`src/design/kcd_pkg.sv`:
```
// ----------------------------------------------------------------------------
// kcd_pkg: shared types and constants of the key click detector
// Register indexes, event codes, phase encoding and the configuration set.
// ----------------------------------------------------------------------------
package kcd_pkg;

	localparam int FILT_W = 8;
	localparam int TMR_W  = 16;
	localparam int CLK_W  = 2;
	localparam int IDX_W  = 2;

	localparam logic [IDX_W-1:0] REG_FILTER_TICKS = 2'd0;
	localparam logic [IDX_W-1:0] REG_LONG_TICKS   = 2'd1;
	localparam logic [IDX_W-1:0] REG_MULTI_TICKS  = 2'd2;

	localparam logic [FILT_W-1:0] FILTER_TICKS_RST = 8'd4;
	localparam logic [TMR_W-1:0]  LONG_TICKS_RST   = 16'd600;
	localparam logic [TMR_W-1:0]  MULTI_TICKS_RST  = 16'd60;

	localparam logic [CLK_W-1:0] CLICKS_FOR_DOUBLE = 2'd2;

	typedef enum logic [1:0] {
		EV_NONE   = 2'd0,
		EV_SINGLE = 2'd1,
		EV_DOUBLE = 2'd2,
		EV_LONG   = 2'd3
	} event_t;

	typedef enum logic [6:0] {
		PH_WAIT_RELEASE = 7'b0000001,
		PH_IDLE         = 7'b0000010,
		PH_PRESS_FILT   = 7'b0000100,
		PH_PRESSED      = 7'b0001000,
		PH_LONG         = 7'b0010000,
		PH_REL_FILT     = 7'b0100000,
		PH_WINDOW       = 7'b1000000
	} phase_t;

	typedef struct packed {
		logic [FILT_W-1:0] filter_ticks;
		logic [TMR_W-1:0]  long_ticks;
		logic [TMR_W-1:0]  multi_ticks;
	} cfg_t;

	function automatic logic [FILT_W-1:0] min1_filt(input logic [FILT_W-1:0] v);
		return (v == '0) ? FILT_W'(1) : v;
	endfunction

	function automatic logic [TMR_W-1:0] min1_tmr(input logic [TMR_W-1:0] v);
		return (v == '0) ? TMR_W'(1) : v;
	endfunction

endpackage

```
`src/design/key_click_double_long_detector.sv`:
```
// ----------------------------------------------------------------------------
// key_click_double_long_detector: debounced click, double click, long press
//
// Each input item is one tick of the raw key level (key_level). For every
// item exactly one result item leaves on the output channel: event_code
// (0 none, 1 single click, 2 double click, 3 long press) and key_down, the
// debounced pressed level after that tick.
// Items are taken when in_valid is high and in_stall is low; results leave
// when out_valid is high and out_stall is low.
// An accepted item is registered in the input stage, then its result in the
// result register, where out_valid rises; a stall can hold it in between.
// One item per cycle is sustained while the output is not stalled. A stalled
// output holds its result; the input register keeps taking items until it is
// also occupied, then in_stall rises. Thresholds are written through
// cfg_valid/cfg_ready/cfg_index/cfg_data (0 filter_ticks, 1 long_ticks,
// 2 multi_ticks); the user must write them only while no item is in flight;
// the block does not enforce it. Reset empties the pipeline, loads thresholds
// 4, 600 and 60, and leaves the machine waiting for a debounced release.
// ----------------------------------------------------------------------------
module key_click_double_long_detector (
	input  logic                        clk,
	input  logic                        arst_n,
	input  logic                        in_valid,
	output logic                        in_stall,
	input  logic                        key_level,
	output logic                        out_valid,
	input  logic                        out_stall,
	output logic [1:0]                  event_code,
	output logic                        key_down,
	input  logic                        cfg_valid,
	output logic                        cfg_ready,
	input  logic [kcd_pkg::IDX_W-1:0]   cfg_index,
	input  logic [kcd_pkg::TMR_W-1:0]   cfg_data
);

	kcd_pkg::cfg_t      cfg_q;
	kcd_pkg::event_t    fsm_ev;
	logic               fsm_down;
	logic               valid_s1, level_s1;
	logic               out_valid_q, key_down_q;
	logic [1:0]         event_code_q;
	logic               advance, step;

	assign cfg_ready = 1'b1;

	always_ff @(posedge clk or negedge arst_n) begin
		if (!arst_n) begin
			cfg_q.filter_ticks <= kcd_pkg::FILTER_TICKS_RST;
			cfg_q.long_ticks   <= kcd_pkg::LONG_TICKS_RST;
			cfg_q.multi_ticks  <= kcd_pkg::MULTI_TICKS_RST;
		end else if (cfg_valid && cfg_ready) begin
			case (cfg_index)
				kcd_pkg::REG_FILTER_TICKS: cfg_q.filter_ticks <= cfg_data[kcd_pkg::FILT_W-1:0];
				kcd_pkg::REG_LONG_TICKS:   cfg_q.long_ticks   <= cfg_data;
				kcd_pkg::REG_MULTI_TICKS:  cfg_q.multi_ticks  <= cfg_data;
				default: begin
				end
			endcase
		end
	end

	assign advance  = !out_valid_q || !out_stall;
	assign step     = valid_s1 && advance;
	assign in_stall = valid_s1 && !advance;

	// hold the input item until the result register frees up
	always_ff @(posedge clk or negedge arst_n) begin
		if (!arst_n) begin
			valid_s1 <= 1'b0;
		end else if (!in_stall) begin
			valid_s1 <= in_valid;
		end
	end

	always_ff @(posedge clk) begin
		if (in_valid && !in_stall) begin
			level_s1 <= key_level;
		end
	end

	kcd_fsm u_fsm (
		.clk    (clk),
		.arst_n (arst_n),
		.step   (step),
		.level  (level_s1),
		.cfg    (cfg_q),
		.ev     (fsm_ev),
		.down   (fsm_down)
	);

	always_ff @(posedge clk or negedge arst_n) begin
		if (!arst_n) begin
			out_valid_q <= 1'b0;
		end else if (advance) begin
			out_valid_q <= valid_s1;
		end
	end

	always_ff @(posedge clk) begin
		if (step) begin
			event_code_q <= fsm_ev;
			key_down_q   <= fsm_down;
		end
	end

	assign out_valid  = out_valid_q;
	assign event_code = event_code_q;
	assign key_down   = key_down_q;

endmodule

```
`src/design/kcd_fsm.sv`:
```
// ----------------------------------------------------------------------------
// kcd_fsm: key phase machine with debounce counter and hold/window timer
// Advances by one tick per step and gives the event and debounced level.
// ----------------------------------------------------------------------------
module kcd_fsm (
	input  logic                clk,
	input  logic                arst_n,
	input  logic                step,
	input  logic                level,
	input  kcd_pkg::cfg_t       cfg,
	output kcd_pkg::event_t     ev,
	output logic                down
);

	kcd_pkg::phase_t                ph_q, ph_d;
	logic [kcd_pkg::FILT_W-1:0]     fc_q, fc_d, fc_inc;
	logic [kcd_pkg::TMR_W-1:0]      tmr_q, tmr_d, tmr_inc, tmr_lim;
	logic [kcd_pkg::CLK_W-1:0]      clicks_q, clicks_d, clicks_inc;
	logic                           long_q, long_d;
	logic                           down_q, down_d;
	logic                           fc_hit, tmr_hit;

	assign fc_inc     = (fc_q == '1) ? fc_q : fc_q + kcd_pkg::FILT_W'(1);
	assign fc_hit     = fc_inc >= kcd_pkg::min1_filt(cfg.filter_ticks);
	assign tmr_inc    = (tmr_q == '1) ? tmr_q : tmr_q + kcd_pkg::TMR_W'(1);
	assign tmr_lim    = (ph_q == kcd_pkg::PH_WINDOW) ? cfg.multi_ticks : cfg.long_ticks;
	assign tmr_hit    = tmr_inc >= kcd_pkg::min1_tmr(tmr_lim);
	assign clicks_inc = clicks_q + kcd_pkg::CLK_W'(1);

	always_comb begin
		ph_d     = ph_q;
		fc_d     = fc_q;
		tmr_d    = tmr_q;
		clicks_d = clicks_q;
		long_d   = long_q;
		down_d   = down_q;
		ev       = kcd_pkg::EV_NONE;
		case (ph_q)
			kcd_pkg::PH_WAIT_RELEASE: begin
				if (level) begin
					fc_d = '0;
				end else if (fc_hit) begin
					fc_d   = '0;
					down_d = 1'b0;
					ph_d   = kcd_pkg::PH_IDLE;
				end else begin
					fc_d = fc_inc;
				end
			end
			kcd_pkg::PH_IDLE: begin
				if (level) begin
					fc_d = '0;
					ph_d = kcd_pkg::PH_PRESS_FILT;
				end
			end
			kcd_pkg::PH_PRESS_FILT: begin
				if (!level) begin
					ph_d = (clicks_q != '0) ? kcd_pkg::PH_WINDOW : kcd_pkg::PH_IDLE;
				end else begin
					fc_d = fc_inc;
					if (fc_hit) begin
						down_d = 1'b1;
						long_d = 1'b0;
						tmr_d  = '0;
						ph_d   = kcd_pkg::PH_PRESSED;
					end
				end
			end
			kcd_pkg::PH_PRESSED: begin
				if (!level) begin
					fc_d = '0;
					ph_d = kcd_pkg::PH_REL_FILT;
				end else begin
					tmr_d = tmr_inc;
					if (tmr_hit) begin
						long_d   = 1'b1;
						clicks_d = '0;
						ph_d     = kcd_pkg::PH_LONG;
						ev       = kcd_pkg::EV_LONG;
					end
				end
			end
			kcd_pkg::PH_LONG: begin
				if (!level) begin
					fc_d = '0;
					ph_d = kcd_pkg::PH_REL_FILT;
				end
			end
			kcd_pkg::PH_REL_FILT: begin
				if (level) begin
					ph_d = long_q ? kcd_pkg::PH_LONG : kcd_pkg::PH_PRESSED;
				end else begin
					fc_d = fc_inc;
					if (fc_hit) begin
						down_d = 1'b0;
						if (long_q) begin
							long_d   = 1'b0;
							clicks_d = '0;
							ph_d     = kcd_pkg::PH_IDLE;
						end else if (clicks_inc >= kcd_pkg::CLICKS_FOR_DOUBLE) begin
							clicks_d = '0;
							ph_d     = kcd_pkg::PH_IDLE;
							ev       = kcd_pkg::EV_DOUBLE;
						end else begin
							clicks_d = clicks_inc;
							tmr_d    = '0;
							ph_d     = kcd_pkg::PH_WINDOW;
						end
					end
				end
			end
			kcd_pkg::PH_WINDOW: begin
				if (level) begin
					fc_d = '0;
					ph_d = kcd_pkg::PH_PRESS_FILT;
				end else begin
					tmr_d = tmr_inc;
					if (tmr_hit) begin
						clicks_d = '0;
						ph_d     = kcd_pkg::PH_IDLE;
						ev       = kcd_pkg::EV_SINGLE;
					end
				end
			end
			default: begin
				ph_d = kcd_pkg::PH_IDLE;
			end
		endcase
	end

	assign down = down_d;

	always_ff @(posedge clk or negedge arst_n) begin
		if (!arst_n) begin
			ph_q     <= kcd_pkg::PH_WAIT_RELEASE;
			fc_q     <= '0;
			tmr_q    <= '0;
			clicks_q <= '0;
			long_q   <= 1'b0;
			down_q   <= 1'b0;
		end else if (step) begin
			ph_q     <= ph_d;
			fc_q     <= fc_d;
			tmr_q    <= tmr_d;
			clicks_q <= clicks_d;
			long_q   <= long_d;
			down_q   <= down_d;
		end
	end

endmodule

```
`config.mk`:
```
export PLATFORM = sky130hd
export DESIGN_NAME = key_click_double_long_detector
export DESIGN_NICKNAME = d
export VERILOG_FILES = /design/src/design/kcd_pkg.sv /design/src/design/key_click_double_long_detector.sv /design/src/design/kcd_fsm.sv
export SDC_FILE = /design/constraint.sdc
export NUM_CORES = 1
export LEC_CHECK = 0
export ABC_AREA = 0
export BUFFER_PORTS_ARGS = -buffer_cell sky130_fd_sc_hd__buf_2
export CORE_ASPECT_RATIO = 1.75
export CORE_MARGIN = 1.5
export CORE_UTILIZATION = 45
export DETAILED_ROUTE_END_ITERATION = 12
export PLACE_DENSITY = 0.7
export SYNTH_ARGS = -nofsm -noshare
export SYNTH_HDL_FRONTEND = slang
export SYNTH_SLANG_ARGS = --single-unit
```
`constraint.sdc`:
```
create_clock -name clk -period 4.58 [get_ports clk]
set_input_delay 0.458 -clock clk [delete_from_list [all_inputs] [get_ports clk]]
set_output_delay 0.458 -clock clk [all_outputs]
set_load 0.005 [all_outputs]
```
# Word-level counts from Yosys, hierarchy flattened
# Index checks and enable logic that the tools add are counted.
# word_totals
ff_bits	81
out_inout_bits	6
# classes
add_sub_neg	3
order_cmp	3
eq_ne	30
n_mux	66
n_reduce_logical	27
# op_table
cell	n
16-bit two-way mux	11
7-bit two-way mux	15
8-bit two-way mux	8
16-bit case mux with 4 select lines	1
7-bit case mux with 7 select lines	1
8-bit case mux with 5 select lines	1
2-bit two-way mux	14
2-bit inequality test, second input constant	10
6-bit AND reduction	3
16-bit by 1-bit adder with 16-bit output, second input constant	1
16-bit == test, second input constant	1
16-bit greater-or-equal comparator	1
16-bit logical NOT	1
3-bit by 2-bit inequality test with 1-bit output, second input constant	4
2-bit case mux with 3 select lines	2
1-bit two-way mux	10
2-bit by 1-bit inequality test with 1-bit output, second input constant	5
10-bit AND reduction	1
9-bit AND reduction	1
8-bit by 1-bit adder with 8-bit output, second input constant	1
8-bit == test, second input constant	1
8-bit greater-or-equal comparator	1
8-bit logical NOT	1
7-bit by 1-bit == test with 1-bit output, second input constant	1
23 further kinds	33

# Depth between registers and ports, before layout
# Gate-level depths: netlist (run 1).
# logic_depth
depth_word	8
depth_mapped	14
ltp_nobuf	14

# Cells and area by module
# Synthesis (run 1) repeated with hierarchy kept, for this count alone.
# unflattened
hier_cells	509
area_unflattened_um2	5252.5
# modules_own_cells
mod	n_inst	cells_each	area_per_inst_um2
kcd_fsm	1	410	3498.4
key_click_double_long_detector	1	99	1754.2

# Worst setup path before layout (run 1)
# OpenSTA, ideal clock, no wires.
# synth_path
kind	flip-flop to flip-flop
startpoint	register u_fsm.ph_q[3]
endpoint	register u_fsm.ph_q[1]
setup_ps	127
arrival_time_ps	3832
required_time_ps	4453
setup_slack_ps	620
path_stages_with_launch	14
cell_sequence	dfrtp_1 -> buf_6 -> or4_1 -> or4b_1 -> buf_2 -> buf_2 -> a21oi_1 -> ha_1 -> nand2b_1 -> a2111oi_0 -> o32ai_1 -> a2111oi_0 -> a21oi_1 -> mux2_1
# synth_via
elab_chain_len	7
word_cells_on_any_way	21
classes_between	order compare: 1; eq/ne: 15; mux: 3; reduce/logical: 2
# synth_lines
element	line_no	text
from (decl)	kcd_fsm.sv:15	kcd_pkg::phase_t ph_q, ph_d;
from (signal assigned)	kcd_fsm.sv:135	ph_q <= kcd_pkg::PH_WAIT_RELEASE;
from (signal assigned)	kcd_fsm.sv:142	ph_q <= ph_d;
7-bit == test	kcd_fsm.sv:26, kcd_fsm.sv:38	
16-bit two-way mux	kcd_fsm.sv:26	assign tmr_lim = (ph_q == kcd_pkg::PH_WINDOW) ? cfg.multi_ticks : cfg.long_ticks;
16-bit logical NOT	kcd_pkg.sv:50	return (v == '0) ? TMR_W'(1) : v;
16-bit two-way mux	kcd_pkg.sv:50	
16-bit greater-or-equal comparator	kcd_fsm.sv:27	assign tmr_hit = tmr_inc >= kcd_pkg::min1_tmr(tmr_lim);
3-bit by 2-bit inequality test with 1-bit output (no line)	--	
9-bit AND reduction (no line)	--	
# Several ways; a longest one is shown, not always the timed one.
# A chain may end at the register's enable or synchronous reset.

# Worst setup path after layout (run 1)
# layout_path
startpoint	register u_fsm.tmr_q[0] in the netlist's numbering
endpoint	register u_fsm.ph_q[2]
# layout_via
elab_chain_len	5
word_cells_on_any_way	7
classes_between	add/sub: 1; order compare: 1; eq/ne: 3; mux: 1; reduce/logical: 1
# layout_lines
element	line_no	text
from (decl)	kcd_fsm.sv:17	logic [kcd_pkg::TMR_W-1:0] tmr_q, tmr_d, tmr_inc, tmr_lim;
from (signal assigned)	kcd_fsm.sv:144	tmr_q <= tmr_d;
16-bit by 1-bit adder with 16-bit output / 16-bit == test (equally long branches)	kcd_fsm.sv:25	assign tmr_inc = (tmr_q == '1) ? tmr_q : tmr_q + kcd_pkg::TMR_W'(1);
16-bit two-way mux *	kcd_fsm.sv:25	
16-bit greater-or-equal comparator *	kcd_fsm.sv:27	
3-bit by 2-bit inequality test with 1-bit output (no line)	--	
9-bit AND reduction (no line) *	--	
# Mark *: on every way between the ends. The rest lies on a longest branch, timed or not.

==> results.toml, run 1 <==
[clock_network]
clk_pin_slew_ns = 0.07
clock_sinks = 81
cts_buffer_depth = 2
cts_tree = "done"
htree_num_levels = 3
clk-insertion-delay-late_ns = 0.35
cts_root_buf = "clkbuf_16"
cts_buffers = 9
post-cts-setup-buffers = 0

[sta]
final.setup.tns_ns = 0
finalHoldViolations = 0
maxSlewViolCount = 0
relSlewSlack = 0.337
fin_worst_skew_ns = 0.00930
clock.fmax_mhz = 232
finalCriticalPeriod_ns = 4.32
setup_viol = 0
rsz0062_at_grt = "false"
tightest_slew_ns = 0.995
post-route-period-util = 0.943

[logic_synthesis]
avgSynthCellArea_um2 = 10.0
synth_seq_cells = 81
ys.flop_type = "dfrtp_1"
ys_types = 74
synth_area_um2 = 5100
synth-simple-area-share = 0.174
synth-edff-count = 4
synth.mux.area_fraction = 0.124
yosysSeqAreaShare = 0.404
synth_nets = 561
synthAdderAreaFrac = 0.0687
ys_async_sr_fraction = 0.951
synth_top_family_by_area = "simple AND/OR/NAND/NOR gates"
synthXorXnorAreaFrac = 0.0327
synth-compound-area-share = 0.156
yosys_warnings = 0
syn_inst = 509

[job]
cap_violations = 0

[drt]
route.detailed.drc = 0
ant_nets = 0
vias_per_cell = 6.09
drt_first_pass_iters = 4
vias = 4065
wl_per_cell_um = 18.0
initialDrtViolationCount = 270
routed_wl_um = 12000

[grt]
grtUsageTotal = 0.213
antenna_found_initial = 0
grt_max_degree = 78
overflow = 0
grt_pass1_wl_um = 20200
grt_pass1_vias = 4068

[floorplan]
die-area_um2 = 12000
fp.dieW_um = 83.4
io_pins = 30
start_util = 0.459
die_y_um = 144
coreArea_um2 = 11100
row_count = 51

[power]
p_int_w = 0.00161
clkPwrFrac = 0.273
switching_share = 0.370
p_leak_nw = 2.59
seqPwrFrac = 0.382
vdd_ir_drop_max_mv = 0.277
switchingPower_w = 0.000944
comb_power_share = 0.345
powerDensity_nw_per_um2 = 453

[cells_and_area]
layout.nets = 583
diodes = 0
fin_util = 0.508
syn_to_final_growth_pct = 10.6
drive_above_1_share = 0.207

[placement]
gp_congestion = 0.940
dp_hpwl_um = 9070
io_buffers = 28

[critical_path]
slowest_delay_ns = 0.65
worstSetupStartpointType = "register"
crit_buf_inv = 0
critPathKind = "reg2reg"
rrSetupSlack_ns = 0.26
crit_path_end_kind = "register"
crit_path_top_delay_cell = "nor3_1"
cp.required_ns = 4.81
reg2reg_from = "u_fsm.tmr_q[0]$_DFFE_PN0P_"
cp_max_fo = 8
startpoint = "u_fsm.tmr_q[0]$_DFFE_PN0P_"
path_cells = "ha_1 > nand3_1 > nor4_1 > nor3_1 > nand3_1 > xnor2_1 > ha_1 > and4_1 > o211ai_1 > o32ai_1 > a2111oi_1 > a21oi_1 > mux2_2"
crit_family = "simple AND/OR/NAND/NOR gates"
arrival_ns = 4.55

[hold_path]
hold_path.class = "in2async"

[run_status]
status = "complete, no violations"
[path summary, 6_finish.rpt]
check	endpoint	cells past startpoint
min in group clk	level_s1$_DFFE_PP_	1
max in group asynchronous	cfg_q[14]$_DFFE_PN0P_	1
max	u_fsm.ph_q[2]$_DFFE_PN0P_	13
max reg2reg	u_fsm.ph_q[2]$_DFFE_PN0P_	13
min reg2reg	out_valid$_DFFE_PN0N_	1
min	out_valid$_DFFE_PN0N_	1
[flip-flops by register name, indices dropped and copies added (netlist names), 2 cells and up]
name,count
u_fsm.ph_q,7
u_fsm.clicks_q,2
u_fsm.tmr_q,16
event_code,2
u_fsm.fc_q,8
cfg_q,40
[cells by family (layout without fill, tap and decap cells)]
family / count (synthesis) / count (layout)
fa+ha+maj: 28 / 28
flops: 81 / 81
compound gates: 119 / 119
xor+xnor: 19 / 19
mux: 58 / 58
buf+inv: 47 / 74
simple gates: 156 / 156
other cells: 1 / 1
[power groups by stage]
stage / combinational (W) / clock (W) / sequential, W
2_1_floorplan: 0.000707 / 0 / 0.000919
3_3_place_gp: 0.000840 / 0 / 0.000975
3_5_place_dp: 0.000872 / 0 / 0.000985
4_1_cts: 0.000876 / 0.000712 / 0.000972
5_1_grt: 0.000984 / 0.000744 / 0.000993
6_report: 0.000881 / 0.000697 / 0.000975
[layout by cell type, fill, tap and decap left out, types with 4 or more instances in the layout]
master / netlist / routed
dfrtp_1: 67 / 67
mux2_2: 38 / 38
o21ai_0: 30 / 30
nand2_1: 30 / 30
ha_1: 28 / 28
buf_2: 7 / 27
nor2_1: 22 / 22
inv_1: 19 / 19
nand3_1: 18 / 18
a21oi_1: 17 / 17
mux2i_1: 17 / 17
xnor2_1: 13 / 13
nor4_1: 12 / 12
o21ai_1: 10 / 10
and3_1: 10 / 10
dfstp_2: 10 / 10
buf_4: 1 / 10
nor3_1: 9 / 9
nand2b_1: 9 / 9
clkbuf_16: 0 / 9
nand4_1: 6 / 6
xor2_1: 6 / 6
a21o_1: 6 / 6
a31oi_1: 6 / 6
o31ai_1: 6 / 6
or4_1: 5 / 5
nor2b_1: 5 / 5
nand3b_1: 5 / 5
o21a_1: 5 / 5
o21bai_1: 4 / 4
o211ai_1: 4 / 4
and4_1: 4 / 4
or3_1: 4 / 4
nor3b_1: 4 / 4
edfxtp_1: 4 / 4
[repair_timing]
item	in CTS	in global routing
hold buffers	0	0
resized for setup	0	2
setup endpoints to repair	0	6
[metal layers]
layer | vias up | part of all wire | GRT usage
li1 | 1950 | - | -
met1 | 1979 | 0.40 | 0.239
met2 | 94 | 0.53 | 0.387
met3 | 42 | 0.027 | 0.0258
met4 | 0 | 0.044 | 0.122
met5 | - | 0 | 0
[cell type report]
type,instances,area (um2)
fillers,1021,5470
multi-input cells,381,2840
flip-flops and latches,81,2060
clock buffers,10,239
repair buffers,37,210
well taps,132,165
inverters,21,78.8
clock inverters,6,50.0
[cells in the mapped netlist (4+ instances only)]
cell,number,area share
dfrtp_1,67,0.33
mux2_2,38,0.084
nand2_1,30,0.022
o21ai_0,30,0.029
ha_1,28,0.069
nor2_1,22,0.016
inv_1,19,0.014
nand3_1,18,0.018
a21oi_1,17,0.017
mux2i_1,17,0.033
clkbuf_1,15,0.011
xnor2_1,13,0.022
nor4_1,12,0.015
and3_1,10,0.012
dfstp_2,10,0.052
o21ai_1,10,0.0098
nand2b_1,9,0.011
nor3_1,9,0.0088
buf_2,7,0.0069
a21o_1,6,0.0088
a31oi_1,6,0.0074
nand4_1,6,0.0074
o31ai_1,6,0.0088
xor2_1,6,0.010
nand3b_1,5,0.0074
nor2b_1,5,0.0061
o21a_1,5,0.0074
or4_1,5,0.0074
and4_1,4,0.0069
edfxtp_1,4,0.024
nor3b_1,4,0.0059
o211ai_1,4,0.0059
o21bai_1,4,0.0059
or3_1,4,0.0049
[per-stage QoR]
step | hold WS (ns) | instance area (um2) | power, W | cells | setup WS (ns)
after global placement | 0.447 | 5350 | 0.00181 | 652 | 0.441
after floorplan | 0.162 | 5100 | 0.00163 | 509 | 0.620
after detailed placement | 0.496 | 5350 | 0.00186 | 652 | 0.231
after CTS | 0.279 | 5640 | 0.00256 | 668 | 0.197
final | 0.260 | 5640 | 0.00255 | 668 | 0.262
after global routing | 0.287 | 5640 | 0.00272 | 668 | 0.00997
Power figures use the tool's default switching activity.
==> inputs of run 2 (changes only) <==
CORE_UTILIZATION = 35   (was 45)
PLACE_DENSITY = 0.59   (was 0.7)
==> run 2 against run 1 <==
  * Hold slack got worse by 0.0077 ns
  * First-iteration DRC count rose by 4.8%
  * Non-clock buffer count rose by 1
  * Register-to-register slack barely moved
  * Utilization fell by 11 points
  * Die area rose by 28%
  * Critical path type unchanged
  * Critical endpoint is now u_fsm.ph_q[6]$_DFFE_PN0P_
  * Largest cell class unchanged
  * Largest power group unchanged
==> results.toml, run 2 (same netlist as run 1, synthesis figures left out) <==
[sta]
finalHoldViolations = 0
post-route-period-util = 0.944
fin_worst_skew_ns = 0.0114
clock.fmax_mhz = 231
tightest_slew_ns = 0.990
relSlewSlack = 0.340
setup_viol = 0
finalCriticalPeriod_ns = 4.32
maxSlewViolCount = 0
hold_ws_ns = 0.252

[drt]
vias = 4097
vias_per_cell = 5.71
ant_nets = 0
initialDrtViolationCount = 283
route.detailed.drc = 0
routed_wl_um = 12300
drt_first_pass_iters = 5
wl_per_cell_um = 17.2

[floorplan]
fp.dieW_um = 94.2
io_pins = 30
start_util = 0.356
die-area_um2 = 15300
coreArea_um2 = 14300
row_count = 58
die_y_um = 163

[power]
p_leak_nw = 2.62
switching_share = 0.361
vdd_ir_drop_max_mv = 0.247
switchingPower_w = 0.000968
p_int_w = 0.00171
seqPwrFrac = 0.355
comb_power_share = 0.338
clkPwrFrac = 0.307
powerDensity_nw_per_um2 = 466

[cells_and_area]
top_regs = "cfg_q (40), u_fsm.tmr_q (16), u_fsm.fc_q (8)"
largest_reg_flops = 40
drive_above_1_share = 0.212
syn_to_final_growth_pct = 13.0
finalInstanceArea_um2 = 5760
final_cells = 717
top_register = "cfg_q"
layout_common_cells = "dfrtp_1, mux2_2, o21ai_0, nand2_1, ha_1"
diodes = 0
layout.nets = 584
final_common_cell = "dfrtp_1"

[clock_network]
clk-insertion-delay-late_ns = 0.35
clock_sinks = 81
cts_buffer_depth = 2
postCtsHoldBufs = 0
htree_num_levels = 3
cts_buffers = 9
post-cts-setup-buffers = 0
cts_root_buf = "clkbuf_16"
clk_pin_slew_ns = 0.07
cts_tree = "done"

[critical_path]
slowest_delay_ns = 0.65
path_cells = "or4_1 > or4b_1 > buf_4 > mux2i_1 > ha_1 > and4_1 > o211ai_1 > o32ai_1 > a2111oi_1 > a21oi_1 > mux2_2"
rr_worst_depth = 11
reg2reg_from = "u_fsm.ph_q[1]$_DFFE_PN0P_"
crit_buf_inv = 1
critPathKind = "reg2reg"
crit_family = "simple AND/OR/NAND/NOR gates"
cp.required_ns = 4.81
worstSetupStartpointType = "register"
r2r-end = "u_fsm.ph_q[6]$_DFFE_PN0P_"
cp_max_fo = 16
arrival_ns = 4.55
crit_path_top_delay_cell = "or4b_1"
rrSetupSlack_ns = 0.26
crit_path_end_kind = "register"

[hold_path]
hold_path.class = "in2async"

[placement]
gp_congestion = 0.923
dpl_cell_area_um2 = 5410
dp_hpwl_um = 9220
io_buffers = 28
dp_cells = 701

[grt]
overflow = 0
antenna_found_initial = 0
grt_pass1_vias = 4179
grtUsageTotal = 0.174
grt_max_degree = 78
grt_pass1_wl_um = 20700

[job]
cap_violations = 0

[run_status]
status = "complete, no violations"
run 2: per-layer routing:
metal,track usage,up-vias,wire length (um)
li1,-,1961,-
met1,0.200,1994,4930
met2,0.303,111,6470
met3,0.0308,31,441
met4,0.0902,0,464
met5,0,-,0
run 2: worst reg2reg max path: cells and delay by family, from the launching register on:
kind | cells | cell delay, ns
and+or+nand+nor | 3 | 1.50
buffers and inverters | 1 | 0.27
muxes | 2 | 0.58
adders and majority gates | 1 | 0.33
AOI/OAI and AO/OA | 4 | 1.13
DFF | 1 | 0.41
run 2: worst max-delay path by stage:
stage | startpoint | to | slack, ns | depth (start not counted)
floorplan | u_fsm.ph_q[3]$_DFFE_PN0P_ | u_fsm.ph_q[1]$_DFFE_PN0P_ | 0.62 | 13
global placement | u_fsm.ph_q[1]$_DFFE_PN0P_ | u_fsm.ph_q[1]$_DFFE_PN0P_ | 0.33 | 11
detailed placement | u_fsm.ph_q[1]$_DFFE_PN0P_ | u_fsm.ph_q[1]$_DFFE_PN0P_ | 0.23 | 11
CTS | u_fsm.ph_q[1]$_DFFE_PN0P_ | u_fsm.ph_q[4]$_DFFE_PN0P_ | 0.22 | 11
global route | u_fsm.ph_q[1]$_DFFE_PN0P_ | u_fsm.ph_q[4]$_DFFE_PN0P_ | -0.05 | 11
finish | u_fsm.ph_q[1]$_DFFE_PN0P_ | u_fsm.ph_q[6]$_DFFE_PN0P_ | 0.26 | 11
run 2: cell type report:
class	count	area, um2
Multi-Input combinational cell	381	2850
Fill cell	1391	8540
Inverter	21	78.8
Clock inverter	7	106
Timing Repair Buffer	38	218
Clock buffer	9	225
Sequential cell	81	2060
Tap cell	180	225
run 2: power by group through the flow:
stage	clock network, W	registers [W]	logic [W]
6_report	0.000822	0.000952	0.000906
5_1_grt	0.000858	0.000970	0.00101
4_1_cts	0.000836	0.000952	0.000909
3_5_place_dp	0	0.000965	0.000902
3_3_place_gp	0	0.000958	0.000876
2_1_floorplan	0	0.000919	0.000707
run 2: through the flow:
stage | worst slack, ns | power [W] | TNS, ns | util
5_1_grt | -0.0529 | 0.00284 | -0.167 | 0.403
3_5_place_dp | 0.235 | 0.00187 | 0 | 0.379
2_1_floorplan | 0.620 | 0.00163 | 0 | -
6_report | 0.257 | 0.00268 | 0 | 0.403
3_3_place_gp | 0.332 | 0.00183 | 0 | 0.379
4_1_cts | 0.218 | 0.00270 | 0 | 0.402
run 2: timing repair:
| item | CTS | global route |
|---|---|---|
| endpoints found under the hold margin | 0 | 0 |
| setup endpoints to repair | 0 | 5 |
| gates resized for setup | 0 | 3 |
==> inputs of run 3 (changes only) <==
CELL_PAD_IN_SITES_DETAIL_PLACEMENT = 0   (was default)
CELL_PAD_IN_SITES_GLOBAL_PLACEMENT = 1   (was default)
PLACE_DENSITY = 0.69   (was 0.59)
==> run 3 against run 2 <==
  * Non-clock buffer count increased by 3
  * Clock power decreased by 2%
  * Global-route usage increased by 0.25 points
  * Design area increased by 0.24%
  * Register-to-register slack improved by 0.06 ns
  * Utilization increased by 0.096 points
  * Routed wire length increased by 2.3%
  * Hold slack improved by 0.0089 ns
  * Critical endpoint is now u_fsm.ph_q[2]$_DFFE_PN0P_
  * Largest power group unchanged
==> results.toml, run 3 (same netlist as run 1, synthesis figures left out) <==
[drt]
ant_nets = 0
route.detailed.drc = 0
drt_first_pass_iters = 4
vias = 4015
met3_wirelength_um = 335
dr_wl_met2_um = 6850
initialDrtViolationCount = 236
routed_wl_um = 12600
highest_layer = "met4"
wl_met1_um = 5120
vias_per_cell = 5.58
wl_per_cell_um = 17.5

[sta]
setup_viol = 0
rsz0062_at_grt = "false"
finalHoldViolations = 0
post-route-period-util = 0.932
tightest_slew_ns = 1.04
final.setup.tns_ns = 0
relSlewSlack = 0.307
fin_worst_skew_ns = 0.0114
finalCriticalPeriod_ns = 4.27
clock.fmax_mhz = 234
maxSlewViolCount = 0

[cells_and_area]
drive_above_1_share = 0.215
largest_reg_flops = 40
diodes = 0
layout.nets = 587
layout_common_cells = "dfrtp_1, mux2_2, o21ai_0, nand2_1, ha_1"
finalInstanceArea_um2 = 5770
final_common_cell = "dfrtp_1"
top_regs = "cfg_q (40), u_fsm.tmr_q (16), u_fsm.fc_q (8)"
n_fill_cell = 1406
top_register = "cfg_q"
syn_to_final_growth_pct = 13.3

[clock_network]
postCtsHoldBufs = 0
post-cts-setup-buffers = 0
htree_num_levels = 3
cts_tree = "done"
clk-insertion-delay-late_ns = 0.34
clock_sinks = 81
cts_buffer_depth = 2
cts-resized-gates = 0
clk_pin_slew_ns = 0.07
cts_buffers = 9
cts_root_buf = "clkbuf_16"

[floorplan]
start_util = 0.356
row_count = 58
coreArea_um2 = 14300
die_y_um = 163
io_pins = 30
fp.dieW_um = 94.2
die-area_um2 = 15300

[critical_path]
arrival_ns = 4.49
crit_path_end_kind = "register"
crit_path_top_delay_cell = "or4b_1"
cp.required_ns = 4.80
worstSetupStartpointType = "register"
cp_max_fo = 14
slowest_delay_ns = 0.68
rr_worst_depth = 11
path_cells = "or4_1 > or4b_1 > buf_4 > mux2i_1 > ha_1 > and4_1 > o211ai_1 > o32ai_1 > a2111oi_1 > a21oi_1 > mux2_2"
critPathKind = "reg2reg"

[run_status]
status = "complete, no violations"

[placement]
io_buffers = 28
gp_congestion = 0.902
dpl_cell_area_um2 = 5440
dp_hpwl_um = 9570

[grt]
grtUsageTotal = 0.177
grt_pass1_wl_um = 21100
grt_pass1_vias = 4066
overflow = 0
antenna_found_initial = 0
grt_max_degree = 78

[power]
powerDensity_nw_per_um2 = 464
p_leak_nw = 2.63
vdd_ir_drop_max_mv = 0.199

[hold_path]
hold_path.class = "in2async"

[job]
cap_violations = 0
==> run 3: changes by cell type in the layout (fill, tap and decap cells not counted), sizes merged <==
cell  delta
buf      +3
==> run 3: metal layers <==
metal	vias up	global-route usage
li1	1954	-
met1	1953	0.206
met2	85	0.321
met3	23	0.0247
met4	0	0.0672
met5	-	0
==> run 3: final timing paths <==
check	slack [ns]	from	end
worst max-delay path	0.31	u_fsm.ph_q[1]$_DFFE_PN0P_	u_fsm.ph_q[2]$_DFFE_PN0P_
worst min-delay path	0.26	arst_n	out_valid$_DFFE_PN0N_
worst max register to register	0.31	u_fsm.ph_q[1]$_DFFE_PN0P_	u_fsm.ph_q[2]$_DFFE_PN0P_
worst min register to register	0.48	valid_s1$_DFFE_PN0N_	out_valid$_DFFE_PN0N_
max in group asynchronous	3.62	arst_n	cfg_q[13]$_DFFE_PN0P_
min in group clk	0.30	key_level	level_s1$_DFFE_PP_
==> run 3: area by class of cell <==
cell class / instances / area [um2] / share of cell area
clock buffer: 9 / 225 / 0.0390
clock inverter: 7 / 104 / 0.0180
inverter: 21 / 78.8 / 0.0137
multi-input combinational: 381 / 2840 / 0.492
sequential: 81 / 2060 / 0.357
tap: 180 / 225 / 0.0390
timing repair buffer: 41 / 240 / 0.0416
==> run 3: stage by stage <==
step / power, W / util / hold WS [ns] / instances / worst slack [ns]
2_1_floorplan: 0.00163 / - / 0.162 / 509 / 0.620
6_report: 0.00268 / 0.404 / 0.261 / 720 / 0.313
3_3_place_gp: 0.00185 / 0.380 / 0.448 / 704 / 0.415
5_1_grt: 0.00284 / 0.404 / 0.290 / 720 / 0.0130
4_1_cts: 0.00270 / 0.403 / 0.290 / 720 / 0.258
3_5_place_dp: 0.00188 / 0.380 / 0.468 / 704 / 0.282
==> run 3: worst max-delay path: cells and delay by family, from the launching register on <==
family          cells  cell delay [ns]
buf+inv             1             0.28
fa+ha+maj           1             0.33
mux                 2             0.55
compound gates      4             1.10
simple gates        3             1.48
flops               1             0.41
==> run 3: report_power, final <==
part	switching, W	internal (W)	leakage (nW)
Sequential	0.000109	0.000847	0.991
Clock	0.000320	0.000488	0.163
Combinational	0.000531	0.000382	1.48
Total	0.000960	0.00172	2.63
